### config.mk
export PLATFORM = sky130hd
export DESIGN_NAME = sequence_bytecode_length_decoder
export DESIGN_NICKNAME = d
export VERILOG_FILES = /design/src/sbld_pkg.sv /design/src/sbld_csr.sv /design/src/sbld_decode.sv /design/src/sequence_bytecode_length_decoder.sv
export SDC_FILE = /design/constraint.sdc
export NUM_CORES = 1
export LEC_CHECK = 0
export BUFFER_PORTS_ARGS = -buffer_cell sky130_fd_sc_hd__clkbuf_2
export CAP_MARGIN = 30
export CORE_ASPECT_RATIO = 1.4
export CORE_MARGIN = 4
export CORE_UTILIZATION = 60
export CTS_CLUSTER_SIZE = 30
export DETAILED_ROUTE_END_ITERATION = 12
export PLACE_DENSITY = 0.8
export SLEW_MARGIN = 20
export SYNTH_ARGS = -nofsm -noshare
export SYNTH_HDL_FRONTEND = slang
export SYNTH_SLANG_ARGS = --single-unit
export TNS_END_PERCENT = 1
### constraint.sdc
create_clock -name clock -period 5.5 [get_ports clock]
set_input_delay 0.825 -clock clock [delete_from_list [all_inputs] [get_ports clock]]
set_output_delay 0.825 -clock clock [all_outputs]
set_load 0.02 [all_outputs]
### src/sbld_pkg.sv
package sbld_pkg;

   // Default address width used for target wrap
   localparam int ADDR_BITS_DEFAULT = 16;

   // Configuration register indexes
   localparam logic CSR_FORMAT_VERSION = 1'b0;
   localparam logic CSR_SEQUENCE_END   = 1'b1;

   localparam logic [2:0]  FORMAT_VERSION_RESET = 3'd0;
   localparam logic [15:0] SEQUENCE_END_RESET   = 16'hFFFF;

   // Format versions
   localparam logic [2:0] VER_1_0 = 3'd0;
   localparam logic [2:0] VER_1_1 = 3'd1;
   localparam logic [2:0] VER_1_2 = 3'd2;
   localparam logic [2:0] VER_2_0 = 3'd3;
   localparam logic [2:0] VER_3_0 = 3'd4;
   localparam logic [2:0] VER_3_2 = 3'd6;

   // Target kinds
   localparam logic [2:0] KIND_NONE   = 3'd0;
   localparam logic [2:0] KIND_JUMP   = 3'd1;
   localparam logic [2:0] KIND_BRANCH = 3'd2;
   localparam logic [2:0] KIND_CUSTOM = 3'd3;
   localparam logic [2:0] KIND_DRUM   = 3'd4;

   // Status opcodes
   localparam logic [7:0] OP_NOTE_LAST   = 8'h99;
   localparam logic [7:0] OP_END_FIRST   = 8'h9a;
   localparam logic [7:0] OP_END_LAST    = 8'ha0;
   localparam logic [7:0] OP_V3_LOW      = 8'hf0;
   localparam logic [7:0] OP_V3_HIGH     = 8'hfd;
   localparam logic [7:0] OP_PREFIX_V3   = 8'hfe;
   localparam logic [7:0] OP_PREFIX_V2   = 8'hfc;
   localparam logic [7:0] OP_ART_A1      = 8'ha1;
   localparam logic [7:0] OP_ART_F2      = 8'hf2;
   localparam logic [7:0] OP_ART_F4      = 8'hf4;
   localparam logic [7:0] OP_DRUM        = 8'hec;
   localparam logic [7:0] OP_JUMP        = 8'hee;
   localparam logic [7:0] OP_BRANCH_EF   = 8'hef;
   localparam logic [7:0] OP_BRANCH_F0   = 8'hf0;
   localparam logic [7:0] OP_BRANCH_F1   = 8'hf1;
   localparam logic [7:0] OP_CUSTOM      = 8'hfc;

   // Prefixed sub-opcodes
   localparam logic [7:0] SUB_DRUM       = 8'h04;
   localparam logic [7:0] SUB_JUMP       = 8'h06;
   localparam logic [7:0] SUB_BRANCH_07  = 8'h07;
   localparam logic [7:0] SUB_BRANCH_08  = 8'h08;
   localparam logic [7:0] SUB_BRANCH_09  = 8'h09;
   localparam logic [7:0] SUB_ART        = 8'h0a;
   localparam logic [7:0] SUB_BRANCH_0E  = 8'h0e;
   localparam logic [7:0] SUB_CUSTOM     = 8'h14;

   typedef struct packed {
      logic [2:0]  format_version;
      logic [15:0] sequence_end;
   } cfg_type;

   typedef struct packed {
      logic [15:0] cmd_offset;
      logic [7:0]  opcode_byte;
      logic [7:0]  byte_one;
      logic [7:0]  byte_two;
      logic [7:0]  byte_three;
      logic [7:0]  byte_four;
      logic [2:0]  bytes_present;
   } req_type;

   typedef struct packed {
      logic [2:0]  cmd_length;
      logic        is_terminal;
      logic [2:0]  target_kind;
      logic [15:0] target_address;
      logic        uses_articulation;
      logic        art_id_valid;
      logic [7:0]  art_id;
   } rsp_type;

endpackage

### src/sbld_csr.sv
module sbld_csr (
   input  logic                 clock,
   input  logic                 reset,
   input  logic                 csr_valid,
   input  logic                 csr_index,
   input  logic [15:0]          csr_data,
   output sbld_pkg::cfg_type    cfg
);

   logic [2:0]  format_version_ff, format_version_in;
   logic [15:0] sequence_end_ff, sequence_end_in;

   always_comb begin
      format_version_in = format_version_ff;
      sequence_end_in   = sequence_end_ff;
      if (csr_valid) begin
         unique case (csr_index)
            sbld_pkg::CSR_FORMAT_VERSION: format_version_in = csr_data[2:0];
            sbld_pkg::CSR_SEQUENCE_END:   sequence_end_in   = csr_data;
            default:                      format_version_in = format_version_ff;
         endcase
      end
   end

   always_ff @(posedge clock) begin
      if (reset) begin
         format_version_ff <= sbld_pkg::FORMAT_VERSION_RESET;
         sequence_end_ff   <= sbld_pkg::SEQUENCE_END_RESET;
      end else begin
         format_version_ff <= format_version_in;
         sequence_end_ff   <= sequence_end_in;
      end
   end

   assign cfg.format_version = format_version_ff;
   assign cfg.sequence_end   = sequence_end_ff;

endmodule

### src/sbld_decode.sv
module sbld_decode #(
   parameter int ADDR_BITS = sbld_pkg::ADDR_BITS_DEFAULT
) (
   input  sbld_pkg::cfg_type cfg,
   input  sbld_pkg::req_type req,
   output sbld_pkg::rsp_type rsp
);

   localparam logic [15:0] AddrMask =
      (ADDR_BITS >= 16) ? 16'hFFFF : 16'((64'd1 << ADDR_BITS) - 64'd1);

   // operand bytes after the opcode, direct commands
   function automatic logic [2:0] direct_bytes(input logic [7:0] s, input logic [2:0] v);
      logic v01;
      v01 = (v <= sbld_pkg::VER_1_1);
      unique case (s)
         8'ha1, 8'ha2, 8'ha3, 8'ha5, 8'ha8, 8'haa, 8'hac, 8'had, 8'hae, 8'haf,
         8'hb1, 8'hb2, 8'hb5, 8'hb7, 8'hb9, 8'hbb, 8'hbd, 8'hbf, 8'hc0, 8'hc1,
         8'hc9, 8'hce, 8'hcf, 8'hd2, 8'hd3, 8'hd8, 8'hd9, 8'hda, 8'hdc:
            direct_bytes = 3'd1;
         8'ha4, 8'ha9, 8'hab, 8'hb0, 8'hbc, 8'hdd, 8'hde, 8'hdf:
            direct_bytes = 3'd2;
         8'hb4, 8'hb8:
            direct_bytes = 3'd3;
         8'he1:
            direct_bytes = (v == sbld_pkg::VER_3_2) ? 3'd1 : 3'd0;
         8'he4, 8'he5, 8'he6:
            direct_bytes = (v == sbld_pkg::VER_3_2) ? 3'd2 : 3'd0;
         8'he8, 8'hea, 8'hee, 8'hec, 8'hfd, 8'hfe:
            direct_bytes = v01 ? 3'd2 : 3'd0;
         8'he9, 8'heb, 8'hef, 8'hf0, 8'hf1:
            direct_bytes = v01 ? 3'd3 : 3'd0;
         8'hf2:
            direct_bytes = v01 ? 3'd1 : 3'd0;
         8'hf4, 8'hf6, 8'hf7:
            direct_bytes = (v == sbld_pkg::VER_1_0) ? 3'd2 : 3'd0;
         8'hf8:
            direct_bytes = (v == sbld_pkg::VER_1_0) ? 3'd1 : 3'd0;
         8'hfc:
            direct_bytes = (v == sbld_pkg::VER_1_1) ? 3'd2 : 3'd0;
         default:
            direct_bytes = 3'd0;
      endcase
   endfunction

   // operand bytes after the sub-opcode, prefixed commands
   function automatic logic [2:0] sub_bytes(input logic [7:0] s, input logic [2:0] v);
      logic v3;
      v3 = (v >= sbld_pkg::VER_3_0);
      unique case (s)
         8'h00, 8'h02, 8'h15, 8'h16, 8'h12, 8'h19,
         8'h06, 8'h0c, 8'h17, 8'h18:   sub_bytes = 3'd2;
         8'h14:                        sub_bytes = v3 ? 3'd1 : 3'd2;
         8'h01, 8'h03, 8'h07, 8'h08,
         8'h09:                        sub_bytes = 3'd3;
         8'h04:                        sub_bytes = v3 ? 3'd0 : 3'd2;
         8'h0e:                        sub_bytes = (v == sbld_pkg::VER_3_2) ? 3'd2 : 3'd1;
         8'h0a, 8'h10, 8'h1c:          sub_bytes = 3'd1;
         8'h0f:                        sub_bytes = (v == sbld_pkg::VER_3_2) ? 3'd0 : 3'd2;
         default:                      sub_bytes = 3'd0;
      endcase
   endfunction

   logic [2:0]  ver;
   logic        v3;
   logic        v01;
   logic [2:0]  present;
   logic [5:1]  have_end;      // bytes [0, e) all exist
   logic [15:0] base1, base2, base3;
   logic [15:0] dest1, dest2, dest2b, dest3;
   logic [7:0]  st;
   logic [7:0]  sub;
   logic        prefix;

   always_comb begin
      ver     = (cfg.format_version > sbld_pkg::VER_3_2) ? sbld_pkg::VER_3_2
                                                          : cfg.format_version;
      v3      = (ver >= sbld_pkg::VER_3_0);
      v01     = (ver <= sbld_pkg::VER_1_1);
      present = (req.bytes_present > 3'd5) ? 3'd5 : req.bytes_present;
      for (int e = 1; e <= 5; e++) begin
         have_end[e] = (3'(e) <= present) &&
                       ({1'b0, req.cmd_offset} + 17'(e) <= {1'b0, cfg.sequence_end});
      end
   end

   // relative destinations; pre-3 formats add two
   always_comb begin
      base1  = req.cmd_offset + (v3 ? 16'd1 : 16'd3);
      base2  = req.cmd_offset + (v3 ? 16'd2 : 16'd4);
      base3  = req.cmd_offset + (v3 ? 16'd3 : 16'd5);
      dest1  = (base1 + {req.byte_two, req.byte_one}) & AddrMask;
      dest2  = (base2 + {req.byte_three, req.byte_two}) & AddrMask;
      dest2b = dest2;
      dest3  = (base3 + {req.byte_four, req.byte_three}) & AddrMask;
   end

   always_comb begin
      st     = req.opcode_byte;
      sub    = req.byte_one;
      prefix = (v3 && st == sbld_pkg::OP_PREFIX_V3) ||
               ((ver == sbld_pkg::VER_1_2 || ver == sbld_pkg::VER_2_0) &&
                st == sbld_pkg::OP_PREFIX_V2);
      rsp = '0;
      priority if (!have_end[1]) begin
         rsp.is_terminal = 1'b1;
      end else if (st <= sbld_pkg::OP_NOTE_LAST ||
                   (v3 && st >= sbld_pkg::OP_V3_LOW && st <= sbld_pkg::OP_V3_HIGH)) begin
         rsp.cmd_length = (v3 && st >= sbld_pkg::OP_V3_LOW) ? 3'd2 : 3'd1;
      end else if (st >= sbld_pkg::OP_END_FIRST && st <= sbld_pkg::OP_END_LAST) begin
         rsp.is_terminal = 1'b1;
      end else if (prefix) begin
         if (!have_end[2]) begin
            rsp.is_terminal = 1'b1;
         end else begin
            rsp.cmd_length = 3'd2 + sub_bytes(sub, ver);
            priority if (sub == sbld_pkg::SUB_DRUM && !v3 && have_end[4]) begin
               rsp.target_kind    = sbld_pkg::KIND_DRUM;
               rsp.target_address = dest2;
            end else if (sub == sbld_pkg::SUB_JUMP && have_end[4]) begin
               rsp.target_kind    = sbld_pkg::KIND_JUMP;
               rsp.target_address = dest2;
            end else if ((sub == sbld_pkg::SUB_BRANCH_07 || sub == sbld_pkg::SUB_BRANCH_08 ||
                          sub == sbld_pkg::SUB_BRANCH_09) && have_end[5]) begin
               rsp.target_kind    = sbld_pkg::KIND_BRANCH;
               rsp.target_address = dest3;
            end else if (sub == sbld_pkg::SUB_ART) begin
               rsp.uses_articulation = 1'b1;
               if (have_end[3]) begin
                  rsp.art_id_valid = 1'b1;
                  rsp.art_id       = req.byte_two;
               end
            end else if (sub == sbld_pkg::SUB_BRANCH_0E && ver == sbld_pkg::VER_3_2 &&
                         have_end[4]) begin
               rsp.target_kind    = sbld_pkg::KIND_BRANCH;
               rsp.target_address = dest2b;
            end else if (sub == sbld_pkg::SUB_CUSTOM && !v3 && have_end[4]) begin
               rsp.target_kind    = sbld_pkg::KIND_CUSTOM;
               rsp.target_address = dest2;
            end else begin
               rsp.target_kind = sbld_pkg::KIND_NONE;
            end
         end
      end else begin
         rsp.cmd_length = 3'd1 + direct_bytes(st, ver);
         priority if (st == sbld_pkg::OP_ART_A1 || st == sbld_pkg::OP_ART_F2 ||
                      (st == sbld_pkg::OP_ART_F4 && ver == sbld_pkg::VER_1_0)) begin
            rsp.uses_articulation = 1'b1;
            if (have_end[2]) begin
               rsp.art_id_valid = 1'b1;
               rsp.art_id       = req.byte_one;
            end
         end else if (st == sbld_pkg::OP_DRUM && v01 && have_end[3]) begin
            rsp.target_kind    = sbld_pkg::KIND_DRUM;
            rsp.target_address = dest1;
         end else if (st == sbld_pkg::OP_JUMP && v01 && have_end[3]) begin
            rsp.target_kind    = sbld_pkg::KIND_JUMP;
            rsp.target_address = dest1;
         end else if ((st == sbld_pkg::OP_BRANCH_EF || st == sbld_pkg::OP_BRANCH_F0 ||
                       st == sbld_pkg::OP_BRANCH_F1) && v01 && have_end[4]) begin
            rsp.target_kind    = sbld_pkg::KIND_BRANCH;
            rsp.target_address = dest2;
         end else if (st == sbld_pkg::OP_CUSTOM && ver == sbld_pkg::VER_1_1 &&
                      have_end[3]) begin
            rsp.target_kind    = sbld_pkg::KIND_CUSTOM;
            rsp.target_address = dest1;
         end else begin
            rsp.target_kind = sbld_pkg::KIND_NONE;
         end
      end
   end

endmodule

### src/sequence_bytecode_length_decoder.sv
// Sequence bytecode command decoder.
// Request channel (req_*): one transaction carries a command address, the
// five bytes starting there and how many of them are present.
// Response channel (rsp_*): one transaction per request, in order, with the
// command length, terminal flag, optional target and articulation info.
// Config channel (csr_*): index 0 writes the format version, index 1 the
// sequence end address. csr_ready is always high; write only while idle.
// Path: request register, then decode into the response register.
// Throughput: one transaction per cycle while rsp_ready is high; the
// decode is a table lookup plus 16-bit adds for the relative target.
// Reset: format version 1.0, sequence end 0xFFFF, both stages empty.
// Stall: when rsp_ready is low the response register holds; the request
// register still fills, so req_ready drops only when both stages are full.
module sequence_bytecode_length_decoder #(
   parameter int ADDR_BITS = sbld_pkg::ADDR_BITS_DEFAULT
) (
   input  logic        clock,
   input  logic        reset,

   input  logic        req_valid,
   output logic        req_ready,
   input  logic [15:0] req_cmd_offset,
   input  logic [7:0]  req_opcode_byte,
   input  logic [7:0]  req_byte_one,
   input  logic [7:0]  req_byte_two,
   input  logic [7:0]  req_byte_three,
   input  logic [7:0]  req_byte_four,
   input  logic [2:0]  req_bytes_present,

   output logic        rsp_valid,
   input  logic        rsp_ready,
   output logic [2:0]  rsp_cmd_length,
   output logic        rsp_is_terminal,
   output logic [2:0]  rsp_target_kind,
   output logic [15:0] rsp_target_address,
   output logic        rsp_uses_articulation,
   output logic        rsp_art_id_valid,
   output logic [7:0]  rsp_art_id,

   input  logic        csr_valid,
   output logic        csr_ready,
   input  logic        csr_index,
   input  logic [15:0] csr_data
);

   sbld_pkg::cfg_type cfg;
   sbld_pkg::req_type req_ff, req_in;
   sbld_pkg::rsp_type rsp_ff, rsp_in;
   sbld_pkg::rsp_type dec_rsp;
   logic              in_valid_ff, in_valid_in;
   logic              out_valid_ff, out_valid_in;
   logic              out_take;       // response register can load
   logic              in_take;        // request register can load

   assign csr_ready = 1'b1;

   sbld_csr u_csr (
      .clock     (clock),
      .reset     (reset),
      .csr_valid (csr_valid),
      .csr_index (csr_index),
      .csr_data  (csr_data),
      .cfg       (cfg)
   );

   sbld_decode #(
      .ADDR_BITS (ADDR_BITS)
   ) u_decode (
      .cfg (cfg),
      .req (req_ff),
      .rsp (dec_rsp)
   );

   // two-stage pipe with back-pressure through both stages
   assign out_take  = !out_valid_ff || rsp_ready;
   assign in_take   = !in_valid_ff || out_take;
   assign req_ready = in_take;

   always_comb begin
      in_valid_in  = in_take ? req_valid : in_valid_ff;
      out_valid_in = out_take ? in_valid_ff : out_valid_ff;
      req_in       = req_ff;
      if (req_valid && in_take) begin
         req_in.cmd_offset    = req_cmd_offset;
         req_in.opcode_byte   = req_opcode_byte;
         req_in.byte_one      = req_byte_one;
         req_in.byte_two      = req_byte_two;
         req_in.byte_three    = req_byte_three;
         req_in.byte_four     = req_byte_four;
         req_in.bytes_present = req_bytes_present;
      end
      rsp_in = (in_valid_ff && out_take) ? dec_rsp : rsp_ff;
   end

   always_ff @(posedge clock) begin
      if (reset) begin
         in_valid_ff  <= 1'b0;
         out_valid_ff <= 1'b0;
      end else begin
         in_valid_ff  <= in_valid_in;
         out_valid_ff <= out_valid_in;
      end
   end

   // payload, no reset needed
   always_ff @(posedge clock) begin
      req_ff <= req_in;
      rsp_ff <= rsp_in;
   end

   assign rsp_valid             = out_valid_ff;
   assign rsp_cmd_length        = rsp_ff.cmd_length;
   assign rsp_is_terminal       = rsp_ff.is_terminal;
   assign rsp_target_kind       = rsp_ff.target_kind;
   assign rsp_target_address    = rsp_ff.target_address;
   assign rsp_uses_articulation = rsp_ff.uses_articulation;
   assign rsp_art_id_valid      = rsp_ff.art_id_valid;
   assign rsp_art_id            = rsp_ff.art_id;

`ifndef SYNTHESIS
   // terminal commands report zero length
   assert property (@(posedge clock) disable iff (reset)
      rsp_valid && rsp_is_terminal |-> rsp_cmd_length == 3'd0)
      else $error("terminal response with nonzero length");

   // no target means a zero address field
   assert property (@(posedge clock) disable iff (reset)
      rsp_valid && rsp_target_kind == sbld_pkg::KIND_NONE |-> rsp_target_address == 16'd0)
      else $error("address set without target kind");

   // an articulation id only comes with an articulation command
   assert property (@(posedge clock) disable iff (reset)
      rsp_valid && rsp_art_id_valid |-> rsp_uses_articulation &&
                                          rsp_target_kind == sbld_pkg::KIND_NONE)
      else $error("articulation id without articulation use");

   // empty response register never blocks the request side
   assert property (@(posedge clock) disable iff (reset)
      !rsp_valid |-> req_ready)
      else $error("request stalled with empty response stage");
`endif

endmodule

=== Word level (Yosys, flattened, before mapping) ===
Cells that the tools add are included.

* Add/subtract/negate cells: 13
* Order comparisons: 19
* Equal/unequal tests: 85
* Multiplexer cells: 60
* Bitwise gates (word level): 2
* Reductions and logical operators: 58

{| class="wikitable"
|+ Operators with widths
! kind !! number
|-
| 8-bit equality test, second input constant || 60
|-
| 19-bit two-way mux || 7
|-
| 16-bit adder || 6
|-
| 29-bit two-way mux || 3
|-
| 17-bit by 16-bit less-or-equal comparator with 1-bit output || 5
|-
| 8-bit by 5-bit equality test with 1-bit output, second input constant || 9
|-
| 3-bit two-way mux || 17
|-
| 10-bit two-way mux || 5
|-
| 8-bit by 4-bit equality test with 1-bit output, second input constant || 6
|-
| 18-bit two-way mux || 2
|-
| 16-bit by 2-bit adder with 17-bit output, second input constant || 2
|-
| 16-bit by 3-bit adder with 17-bit output, second input constant || 2
|-
| 3-bit one-hot mux with 11 select lines || 1
|-
| 16-bit two-way mux || 2
|-
| 30-bit two-way mux || 1
|-
| 1-bit logical AND || 29
|-
| 29-bit OR reduction || 1
|-
| 2-bit two-way mux || 13
|-
| 8-bit by 3-bit equality test with 1-bit output, second input constant || 3
|-
| 8-bit less-or-equal comparator, second input constant || 3
|-
| 3-bit one-hot mux with 7 select lines || 1
|-
| 9-bit two-way mux || 2
|-
| 16-bit by 1-bit adder with 17-bit output, second input constant || 1
|-
| 8-bit by 2-bit equality test with 1-bit output, second input constant || 2
|-
| 26 further kinds || 54
|}

* Register bits after elaboration: 113
* Bits of input ports: 81
* Output and inout port bits: 36
* Word-level logic and storage cells: 255

=== Logic depth before layout (Yosys ltp) ===
Gate-level depths: netlist of run 1.

* Depth in word-level cells: 16
* Depth in mapped cells: 18
* Gate-level depth less buffers: 17

=== Modules after synthesis ===
A second synthesis of run 1 with hierarchy kept.

* Cell total of the unflattened synthesis: 1111
* Area total of the unflattened synthesis: 10487.6 um^2

{| class="wikitable"
|+ Modules (own cells, without submodules)
! module !! times used !! cells each !! area each (um^2) !! sequential area each (um^2)
|-
| sbld_decode || 1 || 938 || 6877.8 || 0.0
|-
| sequence_bytecode_length_decoder || 1 || 104 || 2877.8 || 2802.7
|-
| sbld_csr || 1 || 69 || 732.0 || 380.4
|}

=== Least setup slack after synthesis of run 1 ===
No wires, ideal clock.

* Path kind: reg2reg
* From: reg req_ff[45] (netlist bit)
* To: reg rsp_ff, in the netlist rsp_target_address[14], data pin
* Library setup time: 0.146 ns
* Arrival time: 3.710 ns
* Path slack: 1.644 ns
* Stages on the path, launching flop included: 18
* Cells stage by stage: edfxtp_1 ha_1 and3_4 and3_1 clkbuf_1 and3_1 nor2b_1 xor2_1 ha_1 a21oi_1 nor3_1 or3_1 o41ai_4 nand4_2 a21oi_4 buf_6 a22oi_1 a21oi_1

* Longest elaborated chain between the ends: 12
* Elaborated cells on any way between the ends: 45
* Classes of those cells: add/sub (11); order compare (5); mux (13); bitwise (1); reduce/logical (15)

{| class="wikitable"
|+ Ends and longest elaborated chain
! what !! line !! RTL
|-
| from (decl) || sequence_bytecode_length_decoder.sv:47 || <nowiki>sbld_pkg::req_type req_ff, req_in;</nowiki>
|-
| from (signal assigned) || sequence_bytecode_length_decoder.sv:107 || <nowiki>req_ff <= req_in;</nowiki>
|-
| 16-bit by 3-bit adder with 17-bit output || sbld_decode.sv:83 || <nowiki>({1'b0, req.cmd_offset} + 17'(e) <= {1'b0, cfg.sequence_end});</nowiki>
|-
| 17-bit by 16-bit less-or-equal comparator with 1-bit output || sbld_decode.sv:83 ||
|-
| 1-bit logical AND || sbld_decode.sv:82 || <nowiki>have_end[e] = (3'(e) <= present) &&</nowiki>
|-
| 1-bit logical AND || sbld_decode.sv:137 || <nowiki>end else if (sub == sbld_pkg::SUB_CUSTOM && !v3 && have_end[4]) begin</nowiki>
|-
| 16-bit two-way mux || sbld_decode.sv:137 ||
|-
| 18-bit two-way mux || sbld_decode.sv:133 || <nowiki>end else if (sub == sbld_pkg::SUB_BRANCH_0E && ver == sbld_pkg::VER_3_2 &&</nowiki>
|-
| 19-bit two-way mux || sbld_decode.sv:127 || <nowiki>end else if (sub == sbld_pkg::SUB_ART) begin</nowiki>
|-
| 19-bit two-way mux || sbld_decode.sv:123 || <nowiki>end else if ((sub == sbld_pkg::SUB_BRANCH_07 || sub == sbld_pkg::SUB_BRANCH_08 ||</nowiki>
|-
| 19-bit two-way mux || sbld_decode.sv:120 || <nowiki>end else if (sub == sbld_pkg::SUB_JUMP && have_end[4]) begin</nowiki>
|-
| 19-bit two-way mux || sbld_decode.sv:117 || <nowiki>priority if (sub == sbld_pkg::SUB_DRUM && !v3 && have_end[4]) begin</nowiki>
|-
| 29-bit two-way mux || sbld_decode.sv:113 || <nowiki>if (!have_end[2]) begin</nowiki>
|-
| 29-bit two-way mux || sbld_decode.sv:112 || <nowiki>end else if (prefix) begin</nowiki>
|-
| to (signal assigned) || sequence_bytecode_length_decoder.sv:108 || <nowiki>rsp_ff <= rsp_in;</nowiki>
|-
| to (decl) || sequence_bytecode_length_decoder.sv:48 || <nowiki>sbld_pkg::rsp_type rsp_ff, rsp_in;</nowiki>
|}

Several ways; a longest one is shown, not always the timed one.
A chain may end at the register's enable or synchronous reset.

=== Worst setup path after layout of run 1 ===
* From: reg req_ff[44] (netlist bit)
* To: reg rsp_ff, in the netlist rsp_target_kind[1], data pin

* Longest elaborated chain between the ends: 12
* Elaborated cells on any way between the ends: 39
* Classes of those cells: add/sub (5); order compare (5); mux (13); bitwise (1); reduce/logical (15)

{| class="wikitable"
|+ Ends and longest elaborated chain
! what !! line
|-
| 16-bit by 3-bit adder with 17-bit output || sbld_decode.sv:83
|-
| 17-bit by 16-bit less-or-equal comparator with 1-bit output || sbld_decode.sv:83
|-
| 1-bit logical AND || sbld_decode.sv:82
|-
| 1-bit logical AND || sbld_decode.sv:137
|-
| 2-bit two-way mux || sbld_decode.sv:137
|-
| 18-bit two-way mux || sbld_decode.sv:133
|-
| 19-bit two-way mux || sbld_decode.sv:127
|-
| 19-bit two-way mux || sbld_decode.sv:123
|-
| 19-bit two-way mux || sbld_decode.sv:120
|-
| 19-bit two-way mux || sbld_decode.sv:117
|-
| 29-bit two-way mux || sbld_decode.sv:113
|-
| 29-bit two-way mux || sbld_decode.sv:112
|}

Several ways; a longest one is shown, not always the timed one.

==> results of run 1 <==
final timing paths:
check / depth (start not counted) / start / slack (ns) / to
max reg2reg: 16 / req_ff[44] / 0.85 / rsp_target_kind[1]
max: 16 / req_ff[44] / 0.85 / rsp_target_kind[1]
min: 1 / u_csr.sequence_end_ff[14] / 0.46 / u_csr.sequence_end_ff[14]
min reg2reg: 1 / u_csr.sequence_end_ff[14] / 0.46 / u_csr.sequence_end_ff[14]
cell usage after synthesis (all sizes together) (10+ instances only):
master  count  area, µm²
a211o      18        158
a21o       18        135
a21oi      85        440
a22o       11       96.3
a32o       10        100
and3       32        205
buf        23        154
clkbuf     25       95.1
dfxtp      21        420
edfxtp     92       2760
ha        166       2080
inv        53        199
nand2      78        293
nand2b     19        119
nand3      37        185
nand4      16        113
nor2       86        333
nor2b      16        100
nor3       17       85.1
o21ai      41        205
or3        10       62.6
xnor2      70        613
xor2       37        324
sequential cells by signal, indices dropped and copies added, names as in the netlist:
name,cells
req_ff,59
rsp_target_address,16
u_csr.sequence_end_ff,16
rsp_art_id,8
rsp_cmd_length,3
rsp_target_kind,3
u_csr.format_version_ff,3
in_valid_ff,1
rsp_art_id_valid,1
rsp_is_terminal,1
rsp_uses_articulation,1
rsp_valid,1
power breakdown:
| group | internal (mW) | total [mW] | switching (mW) |
|---|---|---|---|
| Clock | 0.590 | 1.05 | 0.461 |
| Sequential | 0.979 | 1.03 | 0.0557 |
| Combinational | 0.326 | 0.802 | 0.477 |
| Total | 1.89 | 2.89 | 0.993 |
cell type report:
| cell class | instances | area, µm² |
|---|---|---|
| clock buffers | 17 | 425 |
| clock inverters | 15 | 128 |
| fillers | 1367 | 5170 |
| inverters | 53 | 199 |
| multi-input cells | 900 | 6830 |
| flip-flops and latches | 113 | 3180 |
| well taps | 232 | 290 |
| repair buffers | 134 | 738 |
placed cells by master, fill, tap and decap left out, types with 9 or more instances in the layout:
master     instances
nor3_1            17
clkbuf_16         17
and3_1            31
ha_1             166
clkbuf_2         115
a21o_1            18
or3_1             10
a22o_1            11
o21ai_0           40
nor2b_1           15
xnor2_1           70
nand2b_1          19
dfxtp_1           21
a211o_1           18
nand3_1           37
a211oi_1           9
edfxtp_1          92
nand2_1           78
a32o_1            10
a21oi_1           83
a31oi_1            9
nand4_1           14
inv_1             53
nor2_1            84
buf_4             18
xor2_1            37
per-stage QoR:
stage	hold slack, ns	cell area, µm²	setup WS (ns)	util, %
final	0.463	11800	0.854	69.5
after global routing	0.479	11800	0.536	69.5
after CTS	0.467	11800	0.935	69.4
after detailed placement	0.453	11200	0.969	66.1
after global placement	0.443	11200	0.990	66.1
after floorplan	0.435	10400	1.64	-
metal layers:
| layer | part of all wire [%] | vias up |
|---|---|---|
| li1 | - | 4374 |
| met1 | 39 | 4318 |
| met2 | 48 | 481 |
| met3 | 7.4 | 106 |
| met4 | 5.4 | 0 |
| met5 | 0 | - |
cell families (layout without fill, tap and decap cells):
logic type | Yosys count | in the layout | synth area share, %
compound gates | 275 | 275 | 18.1
buf+inv | 101 | 219 | 4.29
simple gates | 340 | 340 | 16.4
other cells | 1 | 1 | 0.0359
flops | 113 | 113 | 30.5
fa+ha+maj | 174 | 174 | 21.4
mux | 3 | 3 | 0.299
xor+xnor | 107 | 107 | 8.97
==> flow_metrics.tcl, run 1 <==
set metrics [dict create \
    coreArea_mm2 0.0170 \
    crit_family "compound AO/OA/AOI/OAI gates" \
    rsz0062_at_grt "no" \
    routabilityCongestion 1.07 \
    end_kind "flop" \
    synthesis.area_mm2 0.0104 \
    grt_busiest_layer "met2" \
    cts_setup_buffers 0 \
    setup_tns_ns 0 \
    drt_pass1_iterations 7 \
    cp_max_fo 13 \
    p_per_area_mw_per_mm2 245 \
    die_y_um 164 \
    slew_headroom_pct 41.7 \
    fin_worst_skew_ns 0.0125 \
    grt_pass1_wl_um 47700 \
    die_area_mm2 0.0196 \
    drive_gt1_share_pct 15.1 \
    status "complete, no violations" \
    use_met2_pct 53.1 \
    slew_viol_final 0 \
    cts_max_level 4 \
    grt_max_degree 60 \
    postSynthAreaPerCell_um2 9.38 \
    p_total_mw 2.89 \
    worstPathCellList "ha_1 > a21oi_1 > and4b_1 > nand3_1 > xnor2_1 > ha_1 > a21oi_1 > o21ai_0 > a2111oi_0 > a21o_1 > a21oi_1 > o22ai_1 > buf_4 > and2_1 > o221ai_1 > a21oi_1" \
    post_drt_wl_per_cell_um 21.0 \
    setup_viol 0 \
    clockBufferDepth 2 \
    cts_buffers 17 \
    synth_edf_count 92 \
    ioPinCount 117 \
    crit_required_ns 5.78 \
    met3_usage_pct 4.86 \
    synth_seq_cells 113 \
    synthesis.nets 1369 \
    worstSetupPathType "reg -> reg" \
    grtUsageMet1_pct 38.3 \
    syn2layout_area_growth_pct 12.8 \
    hold_buffers 0 \
    max_stage_delay_ns 0.66 \
    clock-sinks 113 \
    antenna_found_initial 0 \
    vias 9279 \
    cts_tree "built" \
    cts_root_buffer "clkbuf_16" \
    nNetsFinal 1474 \
    syn_inst 1114 \
    detail_route.iter0.violations 965 \
    fin_crit_ns 4.65 \
    place_hpwl_um 23500 \
    post_drt_via_cell_ratio 6.34 \
    worst-path-buf-inv 1 \
    fmax_mhz 215 \
    worstMarginPinSlew_ns 0.875 \
    critPathLaunchType "flop" \
    cap_viol_max_count 0 \
    diodes 0 \
    rows 56 \
    post-route-period-util_pct 84.5 \
    dp_cells 1431 \
    wirelength_um 30700 \
    grt_pass1_vias 9164 \
    io_buffer_count 115 \
    synthFlopType "edfxtp_1" \
    async_reset_ff_share_pct 0 \
    p_leak_nw 5.22 \
    clock_latency_ns 0.43 \
    yosys_warnings 0 \
    ys_seq_area_share_pct 30.5 \
    initial_core_util_pct 61.6 \
    hp-class "reg -> reg" \
    hold_viol_final 0 \
    antenna_left 0 \
    fin_cells 1464 \
    yosysUniqueCellTypes 73 \
    die_w_um 120 \
    crit_top_cell "a21oi_1" \
    track_usage_pct 31.4 \
    clkTransAtPathRegs_ns 0.06 \
    grt.overflow.total 0 \
    cts_resized 0 \
    drc 0 \
    ir_drop_mv 0.221 \
    slowest_stage "edfxtp_1" \
    crit_arrival_ns 4.92 \
]
No activity file was read; power rests on OpenSTA's default activity.
==> inputs of run 2 (changes only) <==
--- a/config.mk
+++ b/config.mk
@@ -9,10 +9,10 @@
 export CAP_MARGIN = 30
 export CORE_ASPECT_RATIO = 1.4
 export CORE_MARGIN = 4
-export CORE_UTILIZATION = 60
+export CORE_UTILIZATION = 55
 export CTS_CLUSTER_SIZE = 30
 export DETAILED_ROUTE_END_ITERATION = 12
-export PLACE_DENSITY = 0.8
+export PLACE_DENSITY = 0.78
 export SLEW_MARGIN = 20
 export SYNTH_ARGS = -nofsm -noshare
 export SYNTH_HDL_FRONTEND = slang
==> constraint.sdc (replaced) <==
create_clock -name clock -period 3.8 [get_ports clock]
set_input_delay 0.57 -clock clock [delete_from_list [all_inputs] [get_ports clock]]
set_output_delay 0.57 -clock clock [all_outputs]
set_load 0.02 [all_outputs]
==> run 2 against run 1 <==
Compared with the run above: the run now ends with setup timing left; sequential share of layout area decreased by 2.0 points; fmax up 21%; non-clock buffer count rose by 71; core utilization fell by 1.0 points; die area rose by 8.6%; clock-buffer cell count did not move; sequential power increased by 45%; clock power rose by 53%; via count grew 5.4%; cell area grew 8.1%; routed wire length is 5.7% higher; highest routed layer unchanged.
==> flow_metrics.tcl, run 2 (synthesized netlist as in run 1, its figures left out) <==
set metrics [dict create \
    status "complete, but fails checks" \
    violations "setup timing" \
    post_drt_via_cell_ratio 6.32 \
    fin_crit_ns 3.83 \
    critPathLaunchType "flop" \
    hp-class "in -> reg" \
    crit_required_ns 4.08 \
    cts_max_level 4 \
    grt_pass1_wl_um 49600 \
    worstMarginPinSlew_ns 0.812 \
    cp_max_fo 8 \
    coreArea_mm2 0.0186 \
    routabilityCongestion 1.05 \
    die_w_um 124 \
    cts_tree "built" \
    drive_gt1_share_pct 23.6 \
    grt_pass1_vias 9543 \
    wirelength_um 32500 \
    final_cell_mix "163 x ha_1, 115 x clkbuf_2, 92 x edfxtp_1" \
    clkTransAtPathRegs_ns 0.06 \
    die_area_mm2 0.0213 \
    largest_reg_flops 59 \
    place_ws_ns -0.112 \
    drc 0 \
    grt.overflow.total 0 \
    antenna_found_initial 0 \
    ir_drop_mv 0.321 \
    post_drt_wl_per_cell_um 21.0 \
    nNetsFinal 1545 \
    die_y_um 171 \
    worstSetupPathType "reg -> reg" \
    slew_viol_final 0 \
    antenna_left 0 \
    clockBufferDepth 2 \
    grt_max_degree 60 \
    post-route-period-util_pct 101 \
    clock-sinks 113 \
    vias 9776 \
    p_leak_nw 5.62 \
    fmax_mhz 261 \
    io_buffer_count 115 \
    detail_route.iter0.violations 891 \
    hold_viol_final 0 \
    regMostFlops "req_ff" \
    fin_worst_skew_ns 0.0108 \
    clock_latency_ns 0.42 \
    ioPinCount 117 \
    slew_headroom_pct 45.8 \
    track_usage_pct 29.3 \
    drt_pass1_iterations 7 \
    cts_buffers 17 \
    rsz0062_at_grt "yes" \
    syn2layout_area_growth_pct 22.0 \
    end_kind "flop" \
    cts_root_buffer "clkbuf_16" \
    place_hpwl_um 23900 \
    p_per_area_mw_per_mm2 344 \
    final_common_cell "ha_1" \
    cap_viol_max_count 0 \
    crit_arrival_ns 4.11 \
    timing.final.ws_setup_ns -0.0342 \
    initial_core_util_pct 56.2 \
    rows 59 \
    final_core_util_pct 68.5 \
    setup_viol 12 \
    diodes 0 \
]
[run 2: changes by cell type in the layout (fill, tap and decap cells not counted), moves of 8 or more]
cell	previous run	this run
buf_6	0	8
buf_4	18	77
a21oi_1	83	71
a21oi_2	1	12
[run 2: final timing paths]
check | startpoint | slack [ns] | cells past startpoint | to
worst min register to register | u_csr.sequence_end_ff[9] | 0.46 | 1 | u_csr.sequence_end_ff[9]
worst max register to register | req_ff[45] | -0.03 | 16 | rsp_target_address[1]
worst min-delay path | req_byte_two[5] | 0.32 | 1 | req_ff[24]
worst max-delay path | req_ff[45] | -0.03 | 16 | rsp_target_address[1]
[run 2: layout make-up]
| class | count | area (µm²) |
|---|---|---|
| flip-flops and latches | 113 | 3180 |
| clock buffers | 17 | 425 |
| clock inverters | 15 | 169 |
| fillers | 1424 | 5850 |
| well taps | 244 | 305 |
| repair buffers | 205 | 1340 |
| multi-input cells | 900 | 7130 |
| inverters | 53 | 199 |
[run 2: through the flow]
stage	total power, mW	setup TNS [ns]	instance area, µm²	std cells	hold WS, ns
2_1_floorplan	2.30	0	10500	1114	0.435
3_3_place_gp	2.66	-0.159	11700	1497	0.444
3_5_place_dp	2.68	-0.624	11700	1497	0.454
4_1_cts	4.31	-0.0125	12300	1532	0.307
5_1_grt	4.58	-3.64	12700	1547	0.309
6_report	4.38	-0.173	12700	1547	0.318
[run 2: critical path: stages (launching register included)]
cell and delay (ns):
edfxtp_1 0.44, ha_4 0.16, and3_4 0.19, buf_4 0.13, nand3_4 0.13, nor3_2 0.18, xor2_1 0.24, ha_1 0.29
a21oi_2 0.18, o22ai_1 0.11, or3_4 0.41, o41ai_4 0.38, nand4_2 0.19, a21oi_4 0.25, clkbuf_16 0.20, a222oi_1 0.08
nor2_1 0.13
[run 2: repair_timing]
item | in CTS | in global routing
cloned | 0 | 3
setup endpoints to repair | 26 | 32
hold buffers | 0 | 0
setup buffers | 3 | 11
gates resized for setup | 6 | 74
pin swaps | 2 | 51
[run 2: where the power goes]
part           internal [mW]  switching (mW)
logic                  0.533           0.748
clock network           1.02           0.589
registers               1.42          0.0734
[run 2: layer usage]
layer,vias to the layer above,GRT usage [%],part of all wire (%)
met4,0,17.4,7.0
met2,522,51.7,48
li1,4514,-,-
met1,4591,33.7,37
met5,-,0,0
met3,149,4.68,7.9
==> inputs of run 3 (changes only) <==
--- a/config.mk
+++ b/config.mk
@@ -5,14 +5,14 @@
 export SDC_FILE = /design/constraint.sdc
 export NUM_CORES = 1
 export LEC_CHECK = 0
-export BUFFER_PORTS_ARGS = -buffer_cell sky130_fd_sc_hd__clkbuf_2
 export CAP_MARGIN = 30
 export CORE_ASPECT_RATIO = 1.4
 export CORE_MARGIN = 4
-export CORE_UTILIZATION = 55
+export CORE_UTILIZATION = 42
 export CTS_CLUSTER_SIZE = 30
 export DETAILED_ROUTE_END_ITERATION = 12
-export PLACE_DENSITY = 0.78
+export DONT_BUFFER_PORTS = 1
+export PLACE_DENSITY = 0.58
 export SLEW_MARGIN = 20
 export SYNTH_ARGS = -nofsm -noshare
 export SYNTH_HDL_FRONTEND = slang
==> run 3 against run 2 <==
Compared with the run above: the flow still finishes with violations (setup timing); first-iteration DRC count fell by 35%; clock-buffer cell count stayed put; worst hold slack lost 0.10 ns; global-route usage fell by 5.8 points; core utilization fell by 19 points; final cell count shrank 1.6%; cell area fell by 4.8%; worst setup slack improved by 0.021 ns; via count decreased by 8.2%; routed wire length hardly changed; largest cell class unchanged.
==> flow_metrics.tcl, run 3 (synthesized netlist as in run 1, its figures left out) <==
set metrics [dict create \
    grt_busiest_layer "met2" \
    drt_pass1_iterations 8 \
    worst-path-buf-inv 2 \
    place_hpwl_um 25400 \
    rows 68 \
    timing.final.ws_setup_ns -0.0130 \
    stdcell_area_mm2 0.0121 \
    cp_max_fo 3 \
    min_from "reset" \
    fin_crit_ns 3.81 \
    routabilityCongestion 0.940 \
    die_area_mm2 0.0275 \
    pwr-share-seq_pct 36.2 \
    grt.overflow.total 0 \
    swShare_pct 33.9 \
    final_core_util_pct 49.3 \
    nNetsFinal 1448 \
    coreArea_mm2 0.0246 \
    ioPinCount 117 \
    cap_viol_max_count 0 \
    clock_latency_ns 0.43 \
    fin_worst_skew_ns 0.0125 \
    crit_arrival_ns 4.09 \
    holdWs_ns 0.215 \
    die_y_um 195 \
    largest_reg_flops 59 \
    fmax_mhz 262 \
    post_drt_wl_per_cell_um 21.3 \
    hold_buffers 0 \
    max_stage_delay_ns 0.44 \
    met3_usage_pct 4.09 \
    status "complete, but fails checks" \
    violations "setup timing" \
    p_leak_nw 5.17 \
    comb_power_share_pct 28.0 \
    die_w_um 141 \
    rsz0062_at_grt "yes" \
    cts_tree "built" \
    post_drt_via_cell_ratio 5.89 \
    ir_drop_mv 0.297 \
    hp-class "in -> reg" \
    slowest_stage "edfxtp_1" \
    p_per_area_mw_per_mm2 344 \
    clockBufferDepth 2 \
    worstSetupStartpoint "req_ff[46]" \
    p_sw_mw 1.41 \
    hold_viol_final 0 \
    worstSetupPathType "reg -> reg" \
    io_buffer_count 0 \
    clkPwrFrac_pct 35.7 \
    end_kind "flop" \
    clock-sinks 113 \
    cts_max_level 4 \
    grt_max_degree 60 \
    critPathLaunchType "flop" \
    worstMarginPinSlew_ns 0.802 \
    setup_viol 2 \
    track_usage_pct 23.5 \
    antenna_found_initial 4 \
    crit_required_ns 4.08 \
    slew_viol_final 0 \
    slew_headroom_pct 46.6 \
    use_met2_pct 39.9 \
    crit_family "simple AND/OR/NAND/NOR gates" \
    grt_pass1_vias 8961 \
    vias 8971 \
    r2r_start "req_ff[46]" \
    setup_tns_ns -0.0151 \
    cts_root_buffer "clkbuf_16" \
    grt_pass1_wl_um 50100 \
    post-route-period-util_pct 100 \
    drc 0 \
    cts_buffers 17 \
    drive_gt1_share_pct 14.9 \
    placed_area_mm2 0.0114 \
    final_common_cell "ha_1" \
    wirelength_um 32500 \
    clkTransAtPathRegs_ns 0.06 \
    initial_core_util_pct 42.5 \
    final_cell_mix "164 x ha_1, 102 x buf_4, 92 x edfxtp_1" \
    detail_route.iter0.violations 579 \
    grtUsageMet1_pct 28.3 \
    regMostFlops "req_ff" \
    power.internal_mw 2.75 \
    worstPathCellList "ha_4 > and3_4 > and3_1 > and3_4 > buf_4 > nor2b_1 > xor2_1 > ha_1 > a21oi_1 > nor3_1 > or3_4 > o41ai_4 > nand4_2 > buf_6 > or3_4 > a21oi_2" \
    syn2layout_area_growth_pct 16.1 \
    antenna_left 0 \
]
run 3: what timing repair did:
item	CTS	global route
buffers inserted	3	2
gates cloned	0	0
setup endpoints to repair	23	31
resized for setup	14	14
pin swaps	7	14
run 3: worst register-to-register path, stage by stage (launching register included):
cell and delay [ns]:
edfxtp_1 0.44, ha_4 0.19, and3_4 0.18, and3_1 0.19, and3_4 0.19, buf_4 0.13, nor2b_1 0.13, xor2_1 0.15
ha_1 0.29, a21oi_1 0.13, nor3_1 0.06, or3_4 0.35, o41ai_4 0.40, nand4_2 0.21, buf_6 0.17, or3_4 0.32
a21oi_2 0.13
run 3: layout make-up:
class / count / area (µm²)
Fill cell: 2347 / 12500
Multi-Input combinational cell: 900 / 6940
Sequential cell: 113 / 3180
Timing Repair Buffer: 108 / 876
Clock buffer: 17 / 425
Tap cell: 315 / 394
Inverter: 53 / 199
Clock inverter: 15 / 109
Antenna cell: 2 / 5.00
run 3: worst paths after layout:
path                                endpoint  slack [ns]  cells after the start
setup / recovery          rsp_target_kind[2]       -0.01                     16
hold / removal    u_csr.format_version_ff[0]        0.21                      1
setup reg to reg          rsp_target_kind[2]       -0.01                     16
hold reg to reg     u_csr.sequence_end_ff[1]        0.46                      1
run 3: power groups by stage:
stage / combinational [mW] / sequential (mW) / clock, mW
after floorplan: 0.800 / 1.50 / 0
after global placement: 1.13 / 1.54 / 0
after detailed placement: 1.14 / 1.54 / 0
after CTS: 1.16 / 1.51 / 1.51
after global routing: 1.30 / 1.52 / 1.57
final: 1.17 / 1.51 / 1.49
run 3: per-layer routing:
| metal | part of all wire, % | vias to the layer above |
|---|---|---|
| li1 | - | 4313 |
| met1 | 40 | 4233 |
| met2 | 49 | 327 |
| met3 | 5.5 | 94 |
| met4 | 5.4 | 4 |
| met5 | 0.077 | - |
run 3: per-stage QoR:
| stage | power (mW) | cells | setup WS (ns) |
|---|---|---|---|
| 6_report | 4.17 | 1523 | -0.0130 |
| 5_1_grt | 4.39 | 1523 | -0.197 |
| 4_1_cts | 4.18 | 1519 | -0.00768 |
| 3_5_place_dp | 2.67 | 1484 | -0.126 |
| 3_3_place_gp | 2.66 | 1483 | -0.118 |
| 2_1_floorplan | 2.30 | 1114 | 0.0175 |
